### config.mk
export PLATFORM = sky130hd
export DESIGN_NAME = bcd_divider
export DESIGN_NICKNAME = d
export VERILOG_FILES = /design/src/hw/rtl/bcd_pkg.sv /design/src/hw/rtl/bcd_divider.sv
export SDC_FILE = /design/constraint.sdc
export NUM_CORES = 1
export LEC_CHECK = 0
export BUFFER_PORTS_ARGS = -buffer_cell sky130_fd_sc_hd__buf_4
export CAP_MARGIN = 20
export CORE_MARGIN = 1.5
export CORE_UTILIZATION = 48
export CTS_BUF_LIST = sky130_fd_sc_hd__clkbuf_8
export CTS_CLUSTER_SIZE = 8
export DETAILED_ROUTE_END_ITERATION = 8
export GPL_TIMING_DRIVEN = 1
export PLACE_DENSITY = 0.8
export SETUP_SLACK_MARGIN = 0.2
export SYNTH_ARGS = -nofsm -noshare
export SYNTH_HDL_FRONTEND = slang
export SYNTH_SLANG_ARGS = --single-unit
### constraint.sdc
create_clock -name clock -period 4 [get_ports clock]
set_input_delay 0.6 -clock clock [delete_from_list [all_inputs] [get_ports clock]]
set_output_delay 0.6 -clock clock [all_outputs]
set_load 0.02 [all_outputs]
### src/hw/rtl/bcd_pkg.sv
`default_nettype none

package bcd_pkg;

   localparam int MAX_WIDTH_DEFAULT     = 8192;
   localparam int FRACTION_BITS_DEFAULT = 12;
   localparam int MAX_HEIGHT            = 8192;

   localparam int SAMPLE_W = 16;
   localparam int GEOM_W   = 14;
   localparam int ROW_W    = 13;
   localparam int COLOUR_W = 2;
   localparam int VAL_W    = SAMPLE_W + 1;
   localparam int SUM_W    = 20;
   localparam int DEN_W    = 20;
   localparam int COUNT_W  = 4;
   localparam int TAP_W    = 4;
   localparam int CSR_AW   = 5;
   localparam int CSR_DW   = 32;

   localparam logic [TAP_W-1:0] TAP_CENTRE = 4'd4;
   localparam logic [TAP_W-1:0] TAP_LAST   = 4'd9;

   localparam logic [COLOUR_W-1:0] COLOUR_RED    = 2'd0;
   localparam logic [COLOUR_W-1:0] COLOUR_GREEN  = 2'd1;
   localparam logic [COLOUR_W-1:0] COLOUR_BLUE   = 2'd2;
   localparam logic [COLOUR_W-1:0] COLOUR_UNUSED = 2'd3;

   typedef enum logic [2:0] {
      REG_IMAGE_WIDTH  = 3'd0,
      REG_IMAGE_HEIGHT = 3'd1,
      REG_BLACK_LEVEL  = 3'd2,
      REG_WHITE_LEVEL  = 3'd3,
      REG_CFA_COLOUR_0 = 3'd4,
      REG_CFA_COLOUR_1 = 3'd5,
      REG_CFA_COLOUR_2 = 3'd6,
      REG_CFA_COLOUR_3 = 3'd7
   } reg_index_type;

   typedef enum logic [2:0] {
      ST_IDLE,
      ST_CHECK,
      ST_READ,
      ST_DIVIDE,
      ST_EMIT
   } state_type;

   typedef struct packed {
      logic                    start;
      logic signed [SUM_W-1:0] num;
      logic [DEN_W-1:0]        den;
   } div_req_type;

   function automatic logic [1:0] tap_row(input logic [TAP_W-1:0] k);
      logic [1:0] r;
      case (k) inside
         [4'd0:4'd2]: r = 2'd0;
         [4'd3:4'd5]: r = 2'd1;
         default:     r = 2'd2;
      endcase
      return r;
   endfunction

   function automatic logic [1:0] tap_col(input logic [TAP_W-1:0] k);
      logic [1:0] c;
      case (k) inside
         4'd0, 4'd3, 4'd6: c = 2'd0;
         4'd1, 4'd4, 4'd7: c = 2'd1;
         default:          c = 2'd2;
      endcase
      return c;
   endfunction

endpackage

`default_nettype wire

### src/hw/rtl/bcd_divider.sv
`default_nettype none

module bcd_divider #(
   parameter int FRACTION_BITS = bcd_pkg::FRACTION_BITS_DEFAULT
) (
   input  wire logic                 clock,
   input  wire logic                 reset,
   input  wire bcd_pkg::div_req_type req,
   output logic                      done,
   output logic [FRACTION_BITS:0]    quotient
);

   localparam int QW  = FRACTION_BITS + 1;
   localparam int NW  = bcd_pkg::DEN_W + FRACTION_BITS + 2;
   localparam int SW  = NW - 1;
   localparam int CNW = $clog2(QW + 1);
   localparam logic [QW-1:0] ONE = QW'(1) << FRACTION_BITS;

   logic            busy_ff, busy_in;
   logic            done_ff, done_in;
   logic [CNW-1:0]  cnt_ff, cnt_in;
   logic [NW-1:0]   rem_ff, rem_in;
   logic [SW-1:0]   dvs_ff, dvs_in;
   logic [QW-1:0]   q_ff, q_in;

   logic [bcd_pkg::DEN_W:0] num_mag;
   logic [bcd_pkg::DEN_W:0] den_ext;
   logic [NW:0]             trial;

   always_comb begin
      busy_in = busy_ff;
      done_in = 1'b0;
      cnt_in  = cnt_ff;
      rem_in  = rem_ff;
      dvs_in  = dvs_ff;
      q_in    = q_ff;
      num_mag = (bcd_pkg::DEN_W + 1)'($unsigned(req.num));
      den_ext = {1'b0, req.den};
      trial   = {1'b0, rem_ff} - {2'b00, dvs_ff};
      if (busy_ff) begin
         if (!trial[NW]) begin
            rem_in = trial[NW-1:0];
         end
         q_in   = {q_ff[QW-2:0], ~trial[NW]};
         dvs_in = dvs_ff >> 1;
         cnt_in = cnt_ff - CNW'(1);
         if (cnt_ff == CNW'(1)) begin
            busy_in = 1'b0;
            done_in = 1'b1;
         end
      end else if (req.start) begin
         if (req.num <= 0 || req.den == '0) begin
            q_in    = '0;
            done_in = 1'b1;
         end else if (num_mag >= den_ext) begin
            q_in    = ONE;
            done_in = 1'b1;
         end else begin
            rem_in  = (NW'(num_mag) << (FRACTION_BITS + 1)) + NW'(req.den);
            dvs_in  = SW'({req.den, 1'b0}) << FRACTION_BITS;
            q_in    = '0;
            cnt_in  = CNW'(QW);
            busy_in = 1'b1;
         end
      end
   end

   always_ff @(posedge clock) begin
      if (reset) begin
         busy_ff <= 1'b0;
         done_ff <= 1'b0;
         cnt_ff  <= '0;
      end else begin
         busy_ff <= busy_in;
         done_ff <= done_in;
         cnt_ff  <= cnt_in;
      end
   end

   always_ff @(posedge clock) begin
      rem_ff <= rem_in;
      dvs_ff <= dvs_in;
      q_ff   <= q_in;
   end

   assign done     = done_ff;
   assign quotient = q_ff;

endmodule

`default_nettype wire

==> results of run 1 <==
## critical path: cells and delay by family, from the launching register on
family | cells | cell delay (ns)
AOI/OAI and AO/OA | 6 | 1.41
adders and majority gates | 2 | 0.57
buffers and inverters | 3 | 0.35
DFF | 1 | 0.39
and+or+nand+nor | 2 | 0.31
## cell type report
cell class | instances | area (µm²) | area share (%)
repair buffers | 61 | 483.0 | 6.775
clock inverters | 7 | 72.57 | 1.018
multi-input cells | 505 | 3450 | 48.39
well taps | 172 | 215.2 | 3.019
clock buffers | 9 | 123.9 | 1.738
inverters | 72 | 270.3 | 3.791
flip-flops and latches | 86 | 2514 | 35.26
## cells by family (layout without fill, tap and decap cells)
family          count (synthesis)  in the layout  synth area share (%)
buf+inv                        96            149                 5.807
xor+xnor                       42             42                 5.826
mux                            10             10                 1.605
simple gates                  208            208                 15.85
compound gates                181            181                 18.19
fa+ha+maj                      64             64                 12.92
flops                          86             86                 39.79
## power by group through the flow
stage	Sequential [mW]	Combinational [mW]	Clock, mW
6_report	1.14	0.935	0.623
5_1_grt	1.15	1.03	0.657
4_1_cts	1.14	0.923	0.631
3_5_place_dp	1.16	0.914	0
3_3_place_gp	1.15	0.893	0
2_1_floorplan	1.16	0.645	0
## flip-flops by register name (all words and copies together) (netlist names)
signal and flops:
busy_ff 1, cnt_ff 4, done 1, dvs_ff 33
quotient 13, rem_ff 34
## metrics by stage
stage | instance area (µm²) | utilization (%)
CTS | 7128 | 56.03
global placement | 6932 | 54.48
finish | 7128 | 56.03
detailed placement | 6932 | 54.48
global route | 7128 | 56.03
floorplan | 6320 | -
## final timing paths
path	start	end	slack, ns	cells past startpoint
worst max register to register	rem_ff[0]	rem_ff[25]	0.73	13
worst max-delay path	rem_ff[0]	rem_ff[25]	0.73	13
worst min-delay path	reset	cnt_ff[1]	0.43	2
worst min register to register	cnt_ff[3]	cnt_ff[3]	0.52	1
## per-layer routing
metal | GRT usage [%] | vias to the layer above
met3 | 3.537 | 41
met5 | 0 | -
met4 | 10.29 | 0
li1 | - | 2559
met1 | 32.30 | 2458
met2 | 35.82 | 260
## cell usage after synthesis (9+ instances only)
master    instances
and2_1           14
nor4_1           11
nand4_1          10
ha_1             62
nand2_1          59
nand2b_1         11
nor2_1           59
mux2i_1           9
nor3_1           13
xor2_1           19
clkbuf_1         21
a21oi_1          53
inv_1            71
a21o_1           20
o21ai_0          42
edfxtp_1         79
xnor2_1          23
nand3_1          12
==> results.sh, run 1 <==
export IMPL_grt_pass1_wl_um=25500
export IMPL_die_h_um=117.7
export IMPL_fp_row_count=41
export IMPL_swShare_pct=34.68
export IMPL_cts_tree="built"
export IMPL_cts_reportedPaths_clkPinSlew_ns=0.09
export IMPL_wl_met2_um=6982
export IMPL_layout_drive_gt1_share_pct=12.30
export IMPL_final_common_cell="edfxtp_1"
export IMPL_synth_edf_count=79
export IMPL_cts_made_buffers=9
export IMPL_arrival_ns=3.38
export IMPL_syn_cell_area_um2=6314
export IMPL_fin_crit_ns=3.268
export IMPL_synthTopCellsByArea="edfxtp_1 (38%), ha_1 (12%), inv_1 (4.2%)"
export IMPL_h_tree_depth=3
export IMPL_synthesis_nets=794
export IMPL_clk_path_buf_depth=2
export IMPL_cap_violations=0
export IMPL_cp_cell_sequence="inv_1, ha_1, inv_1, fa_1, a21oi_1, o21ai_1, a211o_1, a21oi_2, nor3_1, o32a_1, nand4_1, a31oi_4, buf_12"
export IMPL_grt_pass1_vias=4988
export IMPL_hold_viol_final=0
export IMPL_endpoint_kind="register"
export IMPL_min_period_over_period_pct=81.71
export IMPL_clockPowerShare_pct=23.1
export IMPL_hold_path_class="input port to register"
export IMPL_tightest_slew_ns=0.6478
export IMPL_cts_root_buf="clkbuf_8"
export IMPL_finalMaxSlewViolations=0
export IMPL_via_per_inst=5.831
export IMPL_crit_fanout=34
export IMPL_tns_ns=0
export IMPL_ios=57
export IMPL_coreArea_um2=12720
export IMPL_required_ns=4.11
export IMPL_yosysTopAreaCell="edfxtp_1"
export IMPL_drt_total_wl_um=15840
export IMPL_async_reset_ff_share_pct=0
export IMPL_hpwl_um=12200
export IMPL_antenna_found_initial=0
export IMPL_postCtsSetupRepairBufs=0
export IMPL_fin_total_pwr_mw=2.697
export IMPL_status="completed"
export IMPL_rsz0062_at_grt="no"
export IMPL_start_util_pct=49.63
export IMPL_vias=5318
export IMPL_first_pass_iters=6
export IMPL_ys_ff_latch=86
export IMPL_setup_violations=0
export IMPL_place_ws_ns=0.5256
export IMPL_sequentialPowerShare_pct=42.2
export IMPL_fmax_mhz=306.0
export IMPL_synthFlopType="edfxtp_1"
export IMPL_yosysSeqAreaShare_pct=39.79
export IMPL_slowest_stage="fa_1"
export IMPL_grt_start_max_net_pins=64
export IMPL_gp_congestion=0.9317
export IMPL_critPathLaunchType="register"
export IMPL_diodes=0
export IMPL_portBuffers=56
export IMPL_die_area_um2=13850
export IMPL_wl_met1_um=7065
export IMPL_switchingPower_mw=0.9352
export IMPL_finalWorstSetupSlack_ns=0.7316
export IMPL_antenna_left=0
export IMPL_pwr_share_comb_pct=34.7
export IMPL_die_w_um=117.7
export IMPL_avgRoutedWirePerCell_um=17.37
export IMPL_slowest_delay_ns=0.41
export IMPL_synth_cells=687
export IMPL_cts_num_sinks=86
export IMPL_gr_usage_all_layers_pct=23.19
export IMPL_synth_distinct_cells=60
export IMPL_met3_wirelength_um=1244
export IMPL_highest_layer="met4"
export IMPL_synth_top_area_share_pct=37.57
export IMPL_clk_latency_ns=0.37
export IMPL_area_growth_pct=12.90
export IMPL_first_iter_violations=532
export IMPL_p_int_mw=1.762
export IMPL_place_inst=896
export IMPL_whs_ns=0.4298
export IMPL_n_fill_cell=1145
export IMPL_final_nets=842
export IMPL_grt_overflow=0
export IMPL_mostFrequentLayoutCells="edfxtp_1 (79), inv_1 (71), ha_1 (62)"
export IMPL_power_density_nw_per_um2=378.4
export IMPL_stdcell_count=912
export IMPL_syn_area_per_cell_um2=9.190
export IMPL_final_setup_skew_ns=0.01452
export IMPL_peakVddDrop_mv=0.1610
export IMPL_slew_headroom_pct=56.43
export IMPL_cts_resized=0
export IMPL_drc_errors=0
export IMPL_ctsHoldBuffers=0
export IMPL_ys_warn_count=0
export IMPL_p_leak_nw=3.044
export IMPL_cp_common_cell="inv_1"
export IMPL_crit_type="register to register"
Power figures use the tool's default switching activity.
==> run 2: changes to the inputs <==
- clock period: 4 -> 2.8 ns (I/O delays scaled with it)
==> results.sh, run 2 (same netlist as run 1, synthesis figures left out) <==
export IMPL_status="finished with violations"
export IMPL_violations="setup timing"
export IMPL_stdcell_count=954
export IMPL_wl_met2_um=8675
export IMPL_n_fill_cell=1092
export IMPL_final_setup_skew_ns=0.01712
export IMPL_gp_congestion=0.9205
export IMPL_clk_path_buf_depth=2
export IMPL_peakVddDrop_mv=0.3752
export IMPL_die_h_um=117.7
export IMPL_cts_tree="built"
export IMPL_vias=5545
export IMPL_largest_reg_flops=34
export IMPL_fp_row_count=41
export IMPL_cts_root_buf="clkbuf_8"
export IMPL_p_int_mw=2.595
export IMPL_ios=57
export IMPL_mostFrequentLayoutCells="buf_4 (96), edfxtp_1 (79), inv_1 (69)"
export IMPL_ctsHoldBuffers=0
export IMPL_tightest_slew_ns=0.6352
export IMPL_avgRoutedWirePerCell_um=18.45
export IMPL_area_growth_pct=22.63
export IMPL_endpoint_kind="register"
export IMPL_swShare_pct=36.16
export IMPL_fin_crit_ns=2.956
export IMPL_first_pass_iters=5
export IMPL_cap_violations=0
export IMPL_crit_type="register to register"
export IMPL_drt_total_wl_um=17610
export IMPL_p_leak_nw=3.289
export IMPL_final_nets=884
export IMPL_die_w_um=117.7
export IMPL_first_iter_violations=483
export IMPL_gr_usage_all_layers_pct=25.16
export IMPL_hold_path_class="input port to register"
export IMPL_sequentialPowerShare_pct=39.8
export IMPL_clockPowerShare_pct=20.3
export IMPL_final_common_cell="buf_4"
export IMPL_highest_layer="met4"
export IMPL_required_ns=2.94
export IMPL_fmax_mhz=338.3
export IMPL_critPathLaunchType="register"
export IMPL_wl_met1_um=7201
export IMPL_clk_latency_ns=0.40
export IMPL_hpwl_um=12840
export IMPL_crit_fanout=34
export IMPL_drc_errors=0
export IMPL_min_period_over_period_pct=105.6
export IMPL_portBuffers=56
export IMPL_layout_drive_gt1_share_pct=22.89
export IMPL_hold_viol_final=0
export IMPL_power_density_nw_per_um2=524.9
export IMPL_regMostFlops="rem_ff"
export IMPL_die_area_um2=13850
export IMPL_antenna_left=0
export IMPL_slew_headroom_pct=57.65
export IMPL_diodes=0
export IMPL_grt_start_max_net_pins=52
export IMPL_finalWorstSetupSlack_ns=-0.1562
export IMPL_grt_pass1_wl_um=27630
export IMPL_place_ws_ns=-0.1256
export IMPL_pwr_share_comb_pct=39.9
export IMPL_rsz0062_at_grt="yes"
export IMPL_place_inst=920
export IMPL_start_util_pct=49.63
export IMPL_antenna_found_initial=0
export IMPL_met3_wirelength_um=1073
export IMPL_cts_reportedPaths_clkPinSlew_ns=0.10
export IMPL_grt_pass1_vias=5687
export IMPL_finalMaxSlewViolations=0
export IMPL_switchingPower_mw=1.470
export IMPL_grt_overflow=0
export IMPL_h_tree_depth=3
export IMPL_arrival_ns=3.10
export IMPL_cts_num_sinks=86
export IMPL_final_util_pct=60.86
export IMPL_via_per_inst=5.812
export IMPL_coreArea_um2=12720
export IMPL_setup_violations=39
export IMPL_cts_made_buffers=9
## run 2: cell type report
type | count | area, µm² | area share [%]
Multi-Input combinational cell | 505 | 3736 | 48.25
Clock buffer | 9 | 123.9 | 1.600
Timing Repair Buffer | 103 | 834.6 | 10.78
Sequential cell | 86 | 2514 | 32.47
Clock inverter | 7 | 46.29 | 0.5979
Tap cell | 172 | 215.2 | 2.780
Inverter | 72 | 272.8 | 3.523
## run 2: worst paths after layout
| kind | startpoint | endpoint | slack [ns] | depth (start not counted) |
|---|---|---|---|---|
| worst max-delay path | rem_ff[0] | rem_ff[4] | -0.16 | 13 |
| worst min-delay path | reset | done | 0.23 | 2 |
| worst max register to register | rem_ff[0] | rem_ff[4] | -0.16 | 13 |
| worst min register to register | cnt_ff[3] | cnt_ff[3] | 0.49 | 1 |
## run 2: through the flow
stage	hold WS, ns	setup TNS [ns]	cell area, µm²	total power [mW]
finish	0.2317	-5.348	7742	4.064
global route	0.2323	-9.156	7742	4.266
CTS	0.2196	-3.788	7581	3.965
detailed placement	0.4699	-4.542	7163	3.034
global placement	0.4655	-1.789	7163	2.983
floorplan	0.4436	-2.556	6356	2.585
## run 2: critical path, cell delays in order (launching register included)
cell	delay (ns)
edfxtp_1	0.37
inv_1	0.06
ha_2	0.17
inv_2	0.04
fa_2	0.35
a21oi_2	0.18
o21ai_2	0.09
a211o_1	0.32
a21oi_4	0.20
nor3_2	0.07
o32a_1	0.31
nand4_1	0.17
a31oi_4	0.13
buf_12	0.23
## run 2: layer usage
metal  global-route usage, %  up-vias
li1                        -     2649
met4                   11.51        0
met3                   4.845       48
met5                       0        -
met1                   31.37     2641
met2                   42.21      207
## run 2: power groups by stage
| stage | registers (mW) | logic, mW | clock network [mW] |
|---|---|---|---|
| 2_1_floorplan | 1.65 | 0.933 | 0 |
| 6_report | 1.62 | 1.62 | 0.825 |
| 3_3_place_gp | 1.64 | 1.35 | 0 |
| 5_1_grt | 1.63 | 1.76 | 0.877 |
| 4_1_cts | 1.62 | 1.51 | 0.834 |
| 3_5_place_dp | 1.65 | 1.39 | 0 |
## run 2: what timing repair did
item | in CTS | in global routing
setup endpoints to repair | 52 | 58
setup buffers | 12 | 6
gates resized for setup | 31 | 25
pin swaps | 29 | 26
